## src/rtl/mme_pkg.sv

```systemverilog
package mme_pkg;

   // Sequencer states of the exponentiation controller.
   typedef enum logic [2:0] {
      ST_IDLE,
      ST_ISSUE,
      ST_WAIT,
      ST_NEXT,
      ST_FINISH
   } mme_state_type;

   // Which modular multiply the controller is running.
   typedef enum logic [1:0] {
      OP_REDUCE,
      OP_MULT,
      OP_SQUARE
   } mme_op_type;

   // Status of the bit-serial modular multiplier.
   typedef struct packed {
      logic busy;
      logic done;
   } mme_mul_status_type;

endpackage

```

## src/rtl/mme_mulmod.sv

```systemverilog
module mme_mulmod
   import mme_pkg::*;
#(
   parameter int WORD_BITS = 64
) (
   input  logic                 clock,
   input  logic                 reset,
   input  logic                 start,
   input  logic [WORD_BITS-1:0] operand_a,
   input  logic [WORD_BITS-1:0] operand_b,
   input  logic [WORD_BITS-1:0] modulus,
   output mme_mul_status_type   status,
   output logic [WORD_BITS-1:0] product
);

   localparam int CNT_BITS = $clog2(WORD_BITS);

   logic                 busy_ff,  busy_in;
   logic                 done_ff,  done_in;
   logic [CNT_BITS-1:0]  count_ff, count_in;
   logic [WORD_BITS-1:0] acc_ff,   acc_in;
   logic [WORD_BITS-1:0] a_ff,     a_in;
   logic [WORD_BITS-1:0] b_ff,     b_in;

   logic [WORD_BITS:0]   dbl;
   logic [WORD_BITS-1:0] dbl_red;
   logic [WORD_BITS:0]   sum;
   logic [WORD_BITS-1:0] step_val;

   // One multiplier bit per cycle, top bit first: double, then add a if the bit is set.
   always_comb begin
      dbl = {acc_ff, 1'b0};
      if (dbl >= {1'b0, modulus}) begin
         dbl_red = WORD_BITS'(dbl - {1'b0, modulus});
      end else begin
         dbl_red = dbl[WORD_BITS-1:0];
      end
      sum = {1'b0, dbl_red} + {1'b0, a_ff};
      if (!b_ff[WORD_BITS-1]) begin
         step_val = dbl_red;
      end else if (sum >= {1'b0, modulus}) begin
         step_val = WORD_BITS'(sum - {1'b0, modulus});
      end else begin
         step_val = sum[WORD_BITS-1:0];
      end
   end

   always_comb begin
      busy_in  = busy_ff;
      done_in  = 1'b0;
      count_in = count_ff;
      acc_in   = acc_ff;
      a_in     = a_ff;
      b_in     = b_ff;
      if (start) begin
         busy_in  = 1'b1;
         count_in = CNT_BITS'(WORD_BITS - 1);
         acc_in   = '0;
         a_in     = operand_a;
         b_in     = operand_b;
      end else if (busy_ff) begin
         acc_in = step_val;
         b_in   = {b_ff[WORD_BITS-2:0], 1'b0};
         if (count_ff == '0) begin
            busy_in = 1'b0;
            done_in = 1'b1;
         end else begin
            count_in = count_ff - 1'b1;
         end
      end
   end

   always_ff @(posedge clock) begin
      if (reset) begin
         busy_ff <= 1'b0;
         done_ff <= 1'b0;
      end else begin
         busy_ff <= busy_in;
         done_ff <= done_in;
      end
      count_ff <= count_in;
      acc_ff   <= acc_in;
      a_ff     <= a_in;
      b_ff     <= b_in;
   end

   assign status.busy = busy_ff;
   assign status.done = done_ff;
   assign product     = acc_ff;

endmodule

```

## src/rtl/modular_exponentiation_64.sv

```systemverilog
// Channel   Direction  Handshake            Payload
// req       in         req_valid/req_ready  req_base_value, req_exponent, req_modulus
// rsp       out        rsp_valid/rsp_ready  rsp_power_residue
//
// One transaction at a time. Each modular multiply runs one multiplier bit per cycle. A
// transaction needs one multiply to reduce the base, one per set exponent bit and one squaring
// per exponent bit below the top set bit. A modulus of 0 or 1 needs no multiply and gives a
// result of zero. Reset is synchronous and active high. A new request is taken while a finished
// result still waits on rsp; a stalled rsp only holds the next result in the sequencer.
module modular_exponentiation_64
   import mme_pkg::*;
#(
   parameter int WORD_BITS = 64
) (
   input  logic                 clock,
   input  logic                 reset,
   input  logic                 req_valid,
   output logic                 req_ready,
   input  logic [WORD_BITS-1:0] req_base_value,
   input  logic [WORD_BITS-1:0] req_exponent,
   input  logic [WORD_BITS-1:0] req_modulus,
   output logic                 rsp_valid,
   input  logic                 rsp_ready,
   output logic [WORD_BITS-1:0] rsp_power_residue
);

   mme_state_type        state_ff, state_in;
   mme_op_type           op_ff,    op_in;
   logic [WORD_BITS-1:0] exp_ff,    exp_in;
   logic [WORD_BITS-1:0] sq_ff,     sq_in;
   logic [WORD_BITS-1:0] result_ff, result_in;
   logic [WORD_BITS-1:0] mod_ff,    mod_in;
   logic                 rsp_valid_ff, rsp_valid_in;
   logic [WORD_BITS-1:0] rsp_data_ff,  rsp_data_in;

   logic                 mm_start;
   logic [WORD_BITS-1:0] mm_a;
   logic [WORD_BITS-1:0] mm_b;
   mme_mul_status_type   mm_status;
   logic [WORD_BITS-1:0] mm_product;
   logic                 rsp_load;

   // The base is reduced by multiplying 1 by the raw base: the bit-serial multiplier then
   // performs a Horner reduction of the base, which needs no divider.
   always_comb begin
      case (op_ff)
         OP_REDUCE: begin
            mm_a = WORD_BITS'(1);
            mm_b = sq_ff;
         end
         OP_MULT: begin
            mm_a = result_ff;
            mm_b = sq_ff;
         end
         OP_SQUARE: begin
            mm_a = sq_ff;
            mm_b = sq_ff;
         end
         default: begin
            mm_a = sq_ff;
            mm_b = sq_ff;
         end
      endcase
   end

   mme_mulmod #(
      .WORD_BITS (WORD_BITS)
   ) u_mulmod (
      .clock     (clock),
      .reset     (reset),
      .start     (mm_start),
      .operand_a (mm_a),
      .operand_b (mm_b),
      .modulus   (mod_ff),
      .status    (mm_status),
      .product   (mm_product)
   );

   // Right-to-left scan: the exponent shifts down one bit after each squaring, and a set low
   // bit is cleared once its multiply is done. The scan stops as soon as no bits remain.
   always_comb begin
      state_in     = state_ff;
      op_in        = op_ff;
      exp_in       = exp_ff;
      sq_in        = sq_ff;
      result_in    = result_ff;
      mod_in       = mod_ff;
      rsp_valid_in = rsp_valid_ff;
      rsp_data_in  = rsp_data_ff;
      req_ready    = 1'b0;
      mm_start     = 1'b0;
      rsp_load     = 1'b0;

      if (rsp_valid_ff && rsp_ready) begin
         rsp_valid_in = 1'b0;
      end

      case (state_ff)
         ST_IDLE: begin
            req_ready = 1'b1;
            if (req_valid) begin
               exp_in = req_exponent;
               sq_in  = req_base_value;
               mod_in = req_modulus;
               op_in  = OP_REDUCE;
               // A modulus of zero or one has no nonzero residue.
               if (req_modulus[WORD_BITS-1:1] == '0) begin
                  result_in = '0;
                  state_in  = ST_FINISH;
               end else begin
                  result_in = WORD_BITS'(1);
                  state_in  = ST_ISSUE;
               end
            end
         end
         ST_ISSUE: begin
            mm_start = 1'b1;
            state_in = ST_WAIT;
         end
         ST_WAIT: begin
            if (mm_status.done) begin
               state_in = ST_NEXT;
               case (op_ff)
                  OP_MULT: begin
                     result_in = mm_product;
                     exp_in    = {exp_ff[WORD_BITS-1:1], 1'b0};
                  end
                  OP_SQUARE: begin
                     sq_in  = mm_product;
                     exp_in = {1'b0, exp_ff[WORD_BITS-1:1]};
                  end
                  default: begin
                     sq_in = mm_product;
                  end
               endcase
            end
         end
         ST_NEXT: begin
            if (exp_ff == '0) begin
               state_in = ST_FINISH;
            end else if (exp_ff[0]) begin
               op_in    = OP_MULT;
               state_in = ST_ISSUE;
            end else begin
               op_in    = OP_SQUARE;
               state_in = ST_ISSUE;
            end
         end
         ST_FINISH: begin
            if (!rsp_valid_ff || rsp_ready) begin
               rsp_load     = 1'b1;
               rsp_valid_in = 1'b1;
               rsp_data_in  = result_ff;
               state_in     = ST_IDLE;
            end
         end
         default: begin
            state_in = ST_IDLE;
         end
      endcase
   end

   always_ff @(posedge clock) begin
      if (reset) begin
         state_ff     <= ST_IDLE;
         rsp_valid_ff <= 1'b0;
      end else begin
         state_ff     <= state_in;
         rsp_valid_ff <= rsp_valid_in;
      end
      op_ff       <= op_in;
      exp_ff      <= exp_in;
      sq_ff       <= sq_in;
      result_ff   <= result_in;
      mod_ff      <= mod_in;
      rsp_data_ff <= rsp_data_in;
   end

   assign rsp_valid         = rsp_valid_ff;
   assign rsp_power_residue = rsp_data_ff;

   // A multiply is only started when the multiplier is free.
   a_start_free: assert property (@(posedge clock) disable iff (reset)
      mm_start |-> !mm_status.busy)
      else $error("multiply started while the multiplier is busy");

   // A new transaction is never taken while a multiply is in flight.
   a_ready_idle: assert property (@(posedge clock) disable iff (reset)
      req_ready |-> (!mm_status.busy && !mm_status.done))
      else $error("request accepted during a multiply");

   // A multiply completion is only seen while the sequencer waits for it.
   a_done_wait: assert property (@(posedge clock) disable iff (reset)
      mm_status.done |-> (state_ff == ST_WAIT))
      else $error("multiply completed outside the wait state");

   // Every delivered residue lies below the modulus, or is zero for a trivial modulus.
   a_residue_range: assert property (@(posedge clock) disable iff (reset)
      rsp_load |-> ((result_ff < mod_ff) || (result_ff == '0)))
      else $error("residue not reduced by the modulus");

endmodule

```

## config.mk

```make
export PLATFORM = sky130hd
export DESIGN_NAME = modular_exponentiation_64
export DESIGN_NICKNAME = d
export VERILOG_FILES = /design/src/rtl/mme_pkg.sv /design/src/rtl/mme_mulmod.sv /design/src/rtl/modular_exponentiation_64.sv
export SDC_FILE = /design/constraint.sdc
export NUM_CORES = 1
export LEC_CHECK = 0
export ABC_AREA = 1
export BUFFER_PORTS_ARGS = -buffer_cell sky130_fd_sc_hd__buf_2
export CAP_MARGIN = 25
export CORE_MARGIN = 1.5
export CORE_UTILIZATION = 35
export DETAILED_ROUTE_END_ITERATION = 10
export PLACE_DENSITY_LB_ADDON = 0.25
export SLEW_MARGIN = 10
export SYNTH_ARGS = -nofsm -noshare
export SYNTH_HDL_FRONTEND = slang
export SYNTH_SLANG_ARGS = --single-unit
```

## constraint.sdc

```tcl
create_clock -name clock -period 10.6 [get_ports clock]
set_input_delay 0 -clock clock [delete_from_list [all_inputs] [get_ports clock]]
set_output_delay 0 -clock clock [all_outputs]
set_load 0.1 [all_outputs]
```

==> results of run 1 <==
[synthesized netlist by cell type, drive strengths merged]
cell    count
clkinv      4
o21bai     24
a21oi     261
clkbuf     91
ha        194
or2         2
buf        47
nand3     498
nor4       39
nand2b      1
nand2    2136
xnor2      48
nand3b     30
nor2      438
dfxtp      76
o31ai       8
nor3       50
a21o        4
and2       57
edfxtp    450
a211oi      1
xor2       45
o21a        3
o21ai     321
nand4      64
fa          3
and3        5
a31oi       1
inv      1161
nor3b       1
[flip-flops by register name (all words and copies together) (netlist names)]
register,cells
op_ff,2
state_ff,3
u_mulmod.count_ff,6
u_mulmod.a_ff,64
result_ff,64
u_mulmod.product,64
mm_b,64
u_mulmod.done_ff,1
u_mulmod.busy_ff,1
mod_ff,64
exp_ff,64
rsp_valid,1
rsp_power_residue,64
u_mulmod.b_ff,64
[worst max-delay path by stage]
stage	from	end
after global routing	mod_ff[30]	u_mulmod.product[51]
after detailed placement	mod_ff[31]	u_mulmod.product[51]
final	mod_ff[30]	u_mulmod.product[50]
after CTS	mod_ff[31]	u_mulmod.product[51]
after floorplan	state_ff[1]	u_mulmod.product[58]
after global placement	mod_ff[25]	u_mulmod.product[21]
[layout by cell type (no fill, tap or decap), drive strengths merged, types with 4 or more instances in the layout]
master       netlist  final
nor2             438    438
a21o               4      4
xor2              45     45
ha               194    194
o21bai            24     24
buf               47    306
nand3b            30     30
nand3            498    498
inv             1161   1168
xnor2             48     48
nor3              50     50
bufinv             0      7
o31ai              8      8
dlygate4sd3        0    197
a21oi            261    261
o21ai            321    321
and2              57     57
edfxtp           450    450
clkinv             4     26
clkbuf            91     68
nor4              39     39
nand2           2136   2136
dfxtp             76     76
nand4             64     64
and3               5      5
[what timing repair did]
action	4_1_cts	5_1_grt
hold endpoints to repair	200	0
hold buffers	197	0
endpoints found under the setup margin	0	0
[cell families after synthesis]
group           count (synthesis)  share of synthesized area, %
compound gates                623                          8.05
xor+xnor                       93                          2.02
fa+ha+maj                     197                          6.17
buf+inv                      1303                          12.4
flops                         526                          37.3
simple gates                 3321                          34.1
[worst register-to-register path, delay by kind of cell, from the launching register on]
family                   cells  cell delay [ns]
buffers and inverters        6             1.05
adder cells (fa/ha/maj)      4             1.60
AO/OA/AOI/OAI                2             0.47
flip-flops                   1             0.34
AND/OR/NAND/NOR             29             6.39
[final cells by class]
type | count | area (um^2) | area share (%)
Inverter | 1165 | 4390 | 9.26
Multi-Input combinational cell | 4234 | 20400 | 43.0
Antenna cell | 1 | 2.50 | 0.00528
Clock inverter | 39 | 423 | 0.892
Tap cell | 1512 | 1890 | 3.99
Clock buffer | 68 | 1550 | 3.27
Timing Repair Buffer | 503 | 3710 | 7.83
Sequential cell | 526 | 15000 | 31.7
[layer usage]
metal	wire length [um]	global-route usage, %
met4	8560	12.8
met2	84600	50.7
met3	13900	4.57
met1	83900	43.6
met5	0	0
[per-stage QoR]
stage               instances  cell area (um^2)  utilization (%)  hold WS, ns  worst slack, ns
floorplan                6063             40300                -       0.0691             2.57
global placement         7738             43300             37.9        0.194            0.755
detailed placement       7741             43400             38.0        0.195             1.02
CTS                      8045             47300             41.4      0.00697            0.953
global route             8047             47400             41.4       0.0340            0.403
finish                   8048             47400             41.5       0.0340            0.646
==> run_summary.xml, run 1 <==
<?xml version="1.0" encoding="UTF-8"?>
<metrics>
  <group name="status">
    <metric name="run_status" unit="">finished clean</metric>
  </group>
  <group name="setup_path">
    <metric name="critical_path.most_common_cell" unit="">sky130_fd_sc_hd__nand2_1</metric>
    <metric name="worst-endpoint-arrival" unit="ns">10.53</metric>
    <metric name="cp_num_buf_inv" unit="">6</metric>
    <metric name="reg2reg_depth" unit="">41</metric>
    <metric name="crit_type" unit="">reg -&gt; reg</metric>
    <metric name="timing.critical_path.to_type" unit="">register</metric>
    <metric name="critical-path-top-delay-family" unit="">simple AND/OR/NAND/NOR gates</metric>
    <metric name="timing.critical_path.slowest_cell_delay" unit="ns">0.82</metric>
    <metric name="timing.critical_path.fanout_max" unit="">64</metric>
    <metric name="worstReg2RegStart" unit="">mod_ff[30]</metric>
    <metric name="worst-path-stages" unit="">41</metric>
    <metric name="regToRegEndpoint" unit="">u_mulmod.product[50]</metric>
    <metric name="critical_path_required" unit="ns">11.17</metric>
    <metric name="timing.critical_path.slowest_stage_cell" unit="">sky130_fd_sc_hd__nand3_4</metric>
    <metric name="critical_path_launch_point_type" unit="">register</metric>
    <metric name="rrSetupSlack" unit="ns">0.65</metric>
  </group>
  <group name="min_path">
    <metric name="hold_path_depth" unit="">2</metric>
    <metric name="holdPathEnd" unit="">mod_ff[18]</metric>
    <metric name="min-delay-start" unit="">req_modulus[18]</metric>
    <metric name="hp-class" unit="">in -&gt; reg</metric>
  </group>
  <group name="placement">
    <metric name="port_buffers" unit="">261</metric>
    <metric name="gp_congestion" unit="">1.05</metric>
    <metric name="hpwl" unit="mm">157</metric>
  </group>
  <group name="floorplan">
    <metric name="die_w" unit="um">343</metric>
    <metric name="die_area" unit="um^2">117000</metric>
    <metric name="io-pin-count" unit="">262</metric>
    <metric name="num_rows" unit="">124</metric>
    <metric name="dieHeight" unit="um">343</metric>
    <metric name="core_region_area" unit="um^2">114000</metric>
    <metric name="initial_core_util" unit="%">35.3</metric>
  </group>
  <group name="clocking">
    <metric name="clock_tree.buffer_depth" unit="">3</metric>
    <metric name="post_cts_resize_count" unit="">0</metric>
    <metric name="cts_root_buffer" unit="">sky130_fd_sc_hd__clkbuf_16</metric>
    <metric name="clock_insertion_delay_worst_skew" unit="ns">0.71</metric>
    <metric name="postCtsSetupRepairBufs" unit="">0</metric>
    <metric name="tritoncts" unit="">built</metric>
    <metric name="ctsHtreeMaxLevel" unit="">2</metric>
    <metric name="cts.sinks" unit="">526</metric>
    <metric name="clk_pin_slew_worst_paths" unit="ns">0.06</metric>
    <metric name="numCtsBuffers" unit="">60</metric>
  </group>
  <group name="finish">
    <metric name="area_growth" unit="%">17.5</metric>
    <metric name="fraction_of_final_layout_cells_with_drive_strength_greater_than_1" unit="%">6.61</metric>
    <metric name="layout.filler_cells" unit="">12100</metric>
    <metric name="design.final.nets" unit="">6883</metric>
  </group>
  <group name="global_route">
    <metric name="aggregate_global_route_resource_usage" unit="%">31.9</metric>
    <metric name="grt_first_pass_wirelength" unit="mm">270</metric>
    <metric name="grt_max_degree" unit="">106</metric>
    <metric name="globalRouteOverflowTotal" unit="">0</metric>
    <metric name="grt_antenna_before_repair" unit="">4</metric>
    <metric name="via_count_of_the_first_global_routing_pass" unit="">40400</metric>
  </group>
  <group name="yosys">
    <metric name="synth_seq_cells" unit="">526</metric>
    <metric name="synth_area" unit="um^2">40300</metric>
    <metric name="syn-instance-count" unit="">6063</metric>
    <metric name="netlist.top_cell.by_area" unit="">sky130_fd_sc_hd__edfxtp_1</metric>
    <metric name="yosysTopAreaCellShare" unit="%">33.5</metric>
    <metric name="syn_area_per_cell" unit="um^2">6.65</metric>
    <metric name="syn_nets" unit="">6456</metric>
    <metric name="post_synth_num_cell_types" unit="">44</metric>
    <metric name="post_synth_main_area_contributors" unit="">sky130_fd_sc_hd__edfxtp_1, sky130_fd_sc_hd__nand2_1, sky130_fd_sc_hd__inv_1</metric>
    <metric name="ys.warnings.count" unit="">0</metric>
    <metric name="yosysSeqAreaShare" unit="%">37.3</metric>
  </group>
  <group name="timing">
    <metric name="unrepaired_setup_endpoints_after_global_routing" unit="">no</metric>
    <metric name="fin_crit" unit="ns">9.95</metric>
    <metric name="fmax" unit="MHz">100</metric>
    <metric name="timing.final.hold_violations" unit="">0</metric>
    <metric name="max-slew-margin-rel" unit="%">26.5</metric>
    <metric name="finalCritPeriodShare" unit="%">93.9</metric>
    <metric name="finalMaxSlewViolations" unit="">0</metric>
    <metric name="totalNegativeSetupSlack" unit="ns">0</metric>
    <metric name="finalSetupViolCount" unit="">0</metric>
    <metric name="worst_clock_skew" unit="ns">0.0392</metric>
    <metric name="max_slew.worst_pin.slew" unit="ns">1.10</metric>
  </group>
  <group name="route">
    <metric name="post-route-drc-count" unit="">0</metric>
    <metric name="detail_route.wl_per_cell" unit="um">23.7</metric>
    <metric name="via_per_inst" unit="">5.19</metric>
    <metric name="drtAntennaViolNets" unit="">0</metric>
    <metric name="vias_after_detailed_routing" unit="">41800</metric>
    <metric name="final_wl" unit="mm">191</metric>
    <metric name="drt_iter0_drc" unit="">4130</metric>
    <metric name="drt_pass1_iterations" unit="">6</metric>
  </group>
  <group name="job">
    <metric name="count_of_maximum_capacitance_violations" unit="">0</metric>
  </group>
</metrics>
Power of run 1 is left out: the tool's default activity adds up to more than one toggle a clock period on the data nets, which glitch-free logic cannot reach.
==> inputs of run 2 (changes only) <==
Settings changed: ABC_AREA 1 to unset.
==> run_summary.xml, run 2 <==
<?xml version="1.0" encoding="UTF-8"?>
<metrics>
  <group name="finish">
    <metric name="mostFrequentLayoutCell" unit="">sky130_fd_sc_hd__nand2_1</metric>
    <metric name="layout.filler_cells" unit="">9372</metric>
    <metric name="fraction_of_final_layout_cells_with_drive_strength_greater_than_1" unit="%">12.6</metric>
    <metric name="postLayoutCoreUtil" unit="%">42.3</metric>
    <metric name="area_growth" unit="%">19.2</metric>
    <metric name="design.final.nets" unit="">4331</metric>
    <metric name="commonest_cells_after_routing_fill_and_taps_aside" unit="">sky130_fd_sc_hd__nand2_1, sky130_fd_sc_hd__edfxtp_1, sky130_fd_sc_hd__a21oi_1</metric>
  </group>
  <group name="setup_path">
    <metric name="critical_path_required" unit="ns">11.13</metric>
    <metric name="worstReg2RegStart" unit="">u_mulmod.product[0]</metric>
    <metric name="worstSetupStartpoint" unit="">u_mulmod.product[0]</metric>
    <metric name="rrSetupSlack" unit="ns">0.67</metric>
    <metric name="regToRegEndpoint" unit="">u_mulmod.product[60]</metric>
    <metric name="worst-endpoint-arrival" unit="ns">10.46</metric>
    <metric name="reg2reg_depth" unit="">34</metric>
    <metric name="crit_type" unit="">reg -&gt; reg</metric>
    <metric name="timing.critical_path.fanout_max" unit="">26</metric>
    <metric name="timing.critical_path.slowest_stage_cell" unit="">sky130_fd_sc_hd__o41ai_1</metric>
    <metric name="timing.critical_path.to_type" unit="">register</metric>
    <metric name="timing.critical_path.slowest_cell_delay" unit="ns">0.66</metric>
    <metric name="critical_path_launch_point_type" unit="">register</metric>
  </group>
  <group name="route">
    <metric name="drtAntennaViolNets" unit="">0</metric>
    <metric name="via_per_inst" unit="">5.64</metric>
    <metric name="vias_after_detailed_routing" unit="">29600</metric>
    <metric name="drt_iter0_drc" unit="">3429</metric>
    <metric name="drt_pass1_iterations" unit="">5</metric>
    <metric name="post-route-drc-count" unit="">0</metric>
    <metric name="final_wl" unit="mm">123</metric>
    <metric name="detail_route.wl_per_cell" unit="um">23.4</metric>
  </group>
  <group name="min_path">
    <metric name="min-delay-start" unit="">req_modulus[0]</metric>
    <metric name="hold_path_depth" unit="">2</metric>
    <metric name="holdPathEnd" unit="">mod_ff[0]</metric>
    <metric name="hp-class" unit="">in -&gt; reg</metric>
  </group>
  <group name="floorplan">
    <metric name="die_w" unit="um">314</metric>
    <metric name="num_rows" unit="">113</metric>
    <metric name="die_area" unit="um^2">98400</metric>
    <metric name="initial_core_util" unit="%">35.5</metric>
    <metric name="core_region_area" unit="um^2">95300</metric>
    <metric name="io-pin-count" unit="">262</metric>
    <metric name="dieHeight" unit="um">314</metric>
  </group>
  <group name="clocking">
    <metric name="ctsHtreeMaxLevel" unit="">2</metric>
    <metric name="clk_pin_slew_worst_paths" unit="ns">0.06</metric>
    <metric name="numCtsBuffers" unit="">60</metric>
    <metric name="cts.sinks" unit="">526</metric>
    <metric name="clock_insertion_delay_worst_skew" unit="ns">0.66</metric>
    <metric name="cts_root_buffer" unit="">sky130_fd_sc_hd__clkbuf_16</metric>
    <metric name="postCtsSetupRepairBufs" unit="">0</metric>
    <metric name="tritoncts" unit="">built</metric>
    <metric name="clock_tree.buffer_depth" unit="">3</metric>
  </group>
  <group name="yosys">
    <metric name="yosysTopAreaCellShare" unit="%">40.0</metric>
    <metric name="netlist.top_cell.by_area" unit="">sky130_fd_sc_hd__edfxtp_1</metric>
    <metric name="syn_area_per_cell" unit="um^2">9.47</metric>
    <metric name="syn_nets" unit="">3961</metric>
    <metric name="synth_most_common_cell" unit="">sky130_fd_sc_hd__nand2_1</metric>
    <metric name="syn-instance-count" unit="">3568</metric>
    <metric name="synth_common_cells" unit="">sky130_fd_sc_hd__nand2_1, sky130_fd_sc_hd__edfxtp_1, sky130_fd_sc_hd__a21oi_1</metric>
    <metric name="synth_seq_cells" unit="">526</metric>
    <metric name="yosysSeqAreaShare" unit="%">44.5</metric>
    <metric name="synthFlopType" unit="">sky130_fd_sc_hd__edfxtp_1</metric>
    <metric name="count_of_flip_flops_with_a_built_in_enable_after_synthesis" unit="">450</metric>
    <metric name="async_flop_share" unit="%">0</metric>
    <metric name="post_synth_main_area_contributors" unit="">sky130_fd_sc_hd__edfxtp_1, sky130_fd_sc_hd__ha_1, sky130_fd_sc_hd__nand2_1</metric>
    <metric name="post_synth_num_cell_types" unit="">97</metric>
    <metric name="ys.warnings.count" unit="">0</metric>
    <metric name="synth_area" unit="um^2">33800</metric>
  </group>
  <group name="global_route">
    <metric name="grt_antenna_before_repair" unit="">5</metric>
    <metric name="grt_first_pass_wirelength" unit="mm">180</metric>
    <metric name="aggregate_global_route_resource_usage" unit="%">24.2</metric>
    <metric name="busiest_layer" unit="">met1</metric>
    <metric name="grt_use_met1" unit="%">37.5</metric>
    <metric name="globalRouteOverflowTotal" unit="">0</metric>
    <metric name="grt_max_degree" unit="">78</metric>
    <metric name="via_count_of_the_first_global_routing_pass" unit="">27400</metric>
    <metric name="met3_usage" unit="%">3.96</metric>
    <metric name="grt.met2_usage" unit="%">34.5</metric>
  </group>
  <group name="timing">
    <metric name="finalSetupViolCount" unit="">0</metric>
    <metric name="final_worst_slack" unit="ns">0.668</metric>
    <metric name="totalNegativeSetupSlack" unit="ns">0</metric>
    <metric name="worst_clock_skew" unit="ns">0.0369</metric>
    <metric name="fmax" unit="MHz">101</metric>
    <metric name="max-slew-margin-rel" unit="%">28.1</metric>
    <metric name="fin_crit" unit="ns">9.93</metric>
    <metric name="unrepaired_setup_endpoints_after_global_routing" unit="">no</metric>
    <metric name="max_slew.worst_pin.slew" unit="ns">1.07</metric>
    <metric name="finalCritPeriodShare" unit="%">93.7</metric>
    <metric name="timing.final.hold_violations" unit="">0</metric>
    <metric name="finalMaxSlewViolations" unit="">0</metric>
  </group>
  <group name="status">
    <metric name="run_status" unit="">finished clean</metric>
  </group>
  <group name="placement">
    <metric name="port_buffers" unit="">261</metric>
    <metric name="pre_cts_slack" unit="ns">0.729</metric>
    <metric name="hpwl" unit="mm">93.0</metric>
    <metric name="gp_congestion" unit="">0.987</metric>
  </group>
  <group name="job">
    <metric name="count_of_maximum_capacitance_violations" unit="">0</metric>
  </group>
</metrics>
run 2: changes by cell type after synthesis, sizes merged, moves of 55 or more:
cell	delta
nand2	-1604
nand3	-371
clkbuf	+55
o21ai	-144
nor2	-213
a22o	+78
inv	-1017
a21o	+147
run 2: kinds of logic after synthesis:
group	after synthesis	share of synthesized area, %
flip-flops	526	44.5
AND/OR/NAND/NOR	1234	16.9
adder cells (fa/ha/maj)	197	7.36
XOR/XNOR	176	4.56
buffers and inverters	348	4.24
multiplexers	58	1.84
AO/OA/AOI/OAI	1029	20.6
run 2: worst max-delay path: cells and delay by family, from the launching register on:
kind | cells | cell delay [ns]
AO/OA/AOI/OAI | 16 | 4.55
XOR/XNOR | 1 | 0.21
adder cells (fa/ha/maj) | 3 | 1.08
buffers and inverters | 3 | 0.68
flip-flops | 1 | 0.63
multiplexers | 1 | 0.30
AND/OR/NAND/NOR | 10 | 2.28
run 2: layout make-up:
type	count	area [um^2]	share of cell area (%)
clock buffers	83	1720	4.27
diodes	3	7.51	0.0186
clock inverters	29	213	0.528
well taps	1265	1580	3.93
inverters	144	543	1.35
repair buffers	512	3780	9.38
flip-flops and latches	526	15000	37.3
multi-input cells	2694	17400	43.2
run 2: worst max path at each step:
| stage | cells past startpoint | slack (ns) | to |
|---|---|---|---|
| 6_report | 34 | 0.67 | u_mulmod.product[60] |
| 5_1_grt | 37 | 0.21 | u_mulmod.product[60] |
| 4_1_cts | 34 | 0.64 | u_mulmod.product[60] |
| 3_5_place_dp | 34 | 0.73 | u_mulmod.product[60] |
| 3_3_place_gp | 32 | 0.07 | u_mulmod.product[60] |
| 2_1_floorplan | 5 | 2.28 | mm_b[0] |
run 2: per-layer routing:
layer / up-vias / wire [um]
li1: 13900 / -
met1: 14200 / 58900
met2: 1332 / 50400
met3: 130 / 10400
met4: 4 / 3030
met5: - / 25
run 2: timing repair:
action	in CTS	in global routing
resized for setup	0	0
endpoints found under the setup margin	0	0
hold buffers	196	0
endpoints found under the hold margin	198	0
run 2: through the flow:
stage / area (um^2) / hold slack [ns] / instances
3_5_place_dp: 36300 / 0.181 / 4943
5_1_grt: 40300 / 0.0519 / 5254
6_report: 40300 / 0.0592 / 5256
4_1_cts: 40200 / 0.0184 / 5251
3_3_place_gp: 36200 / 0.177 / 4938
2_1_floorplan: 33800 / 0.0691 / 3568
Power of run 2 is left out for the same reason.
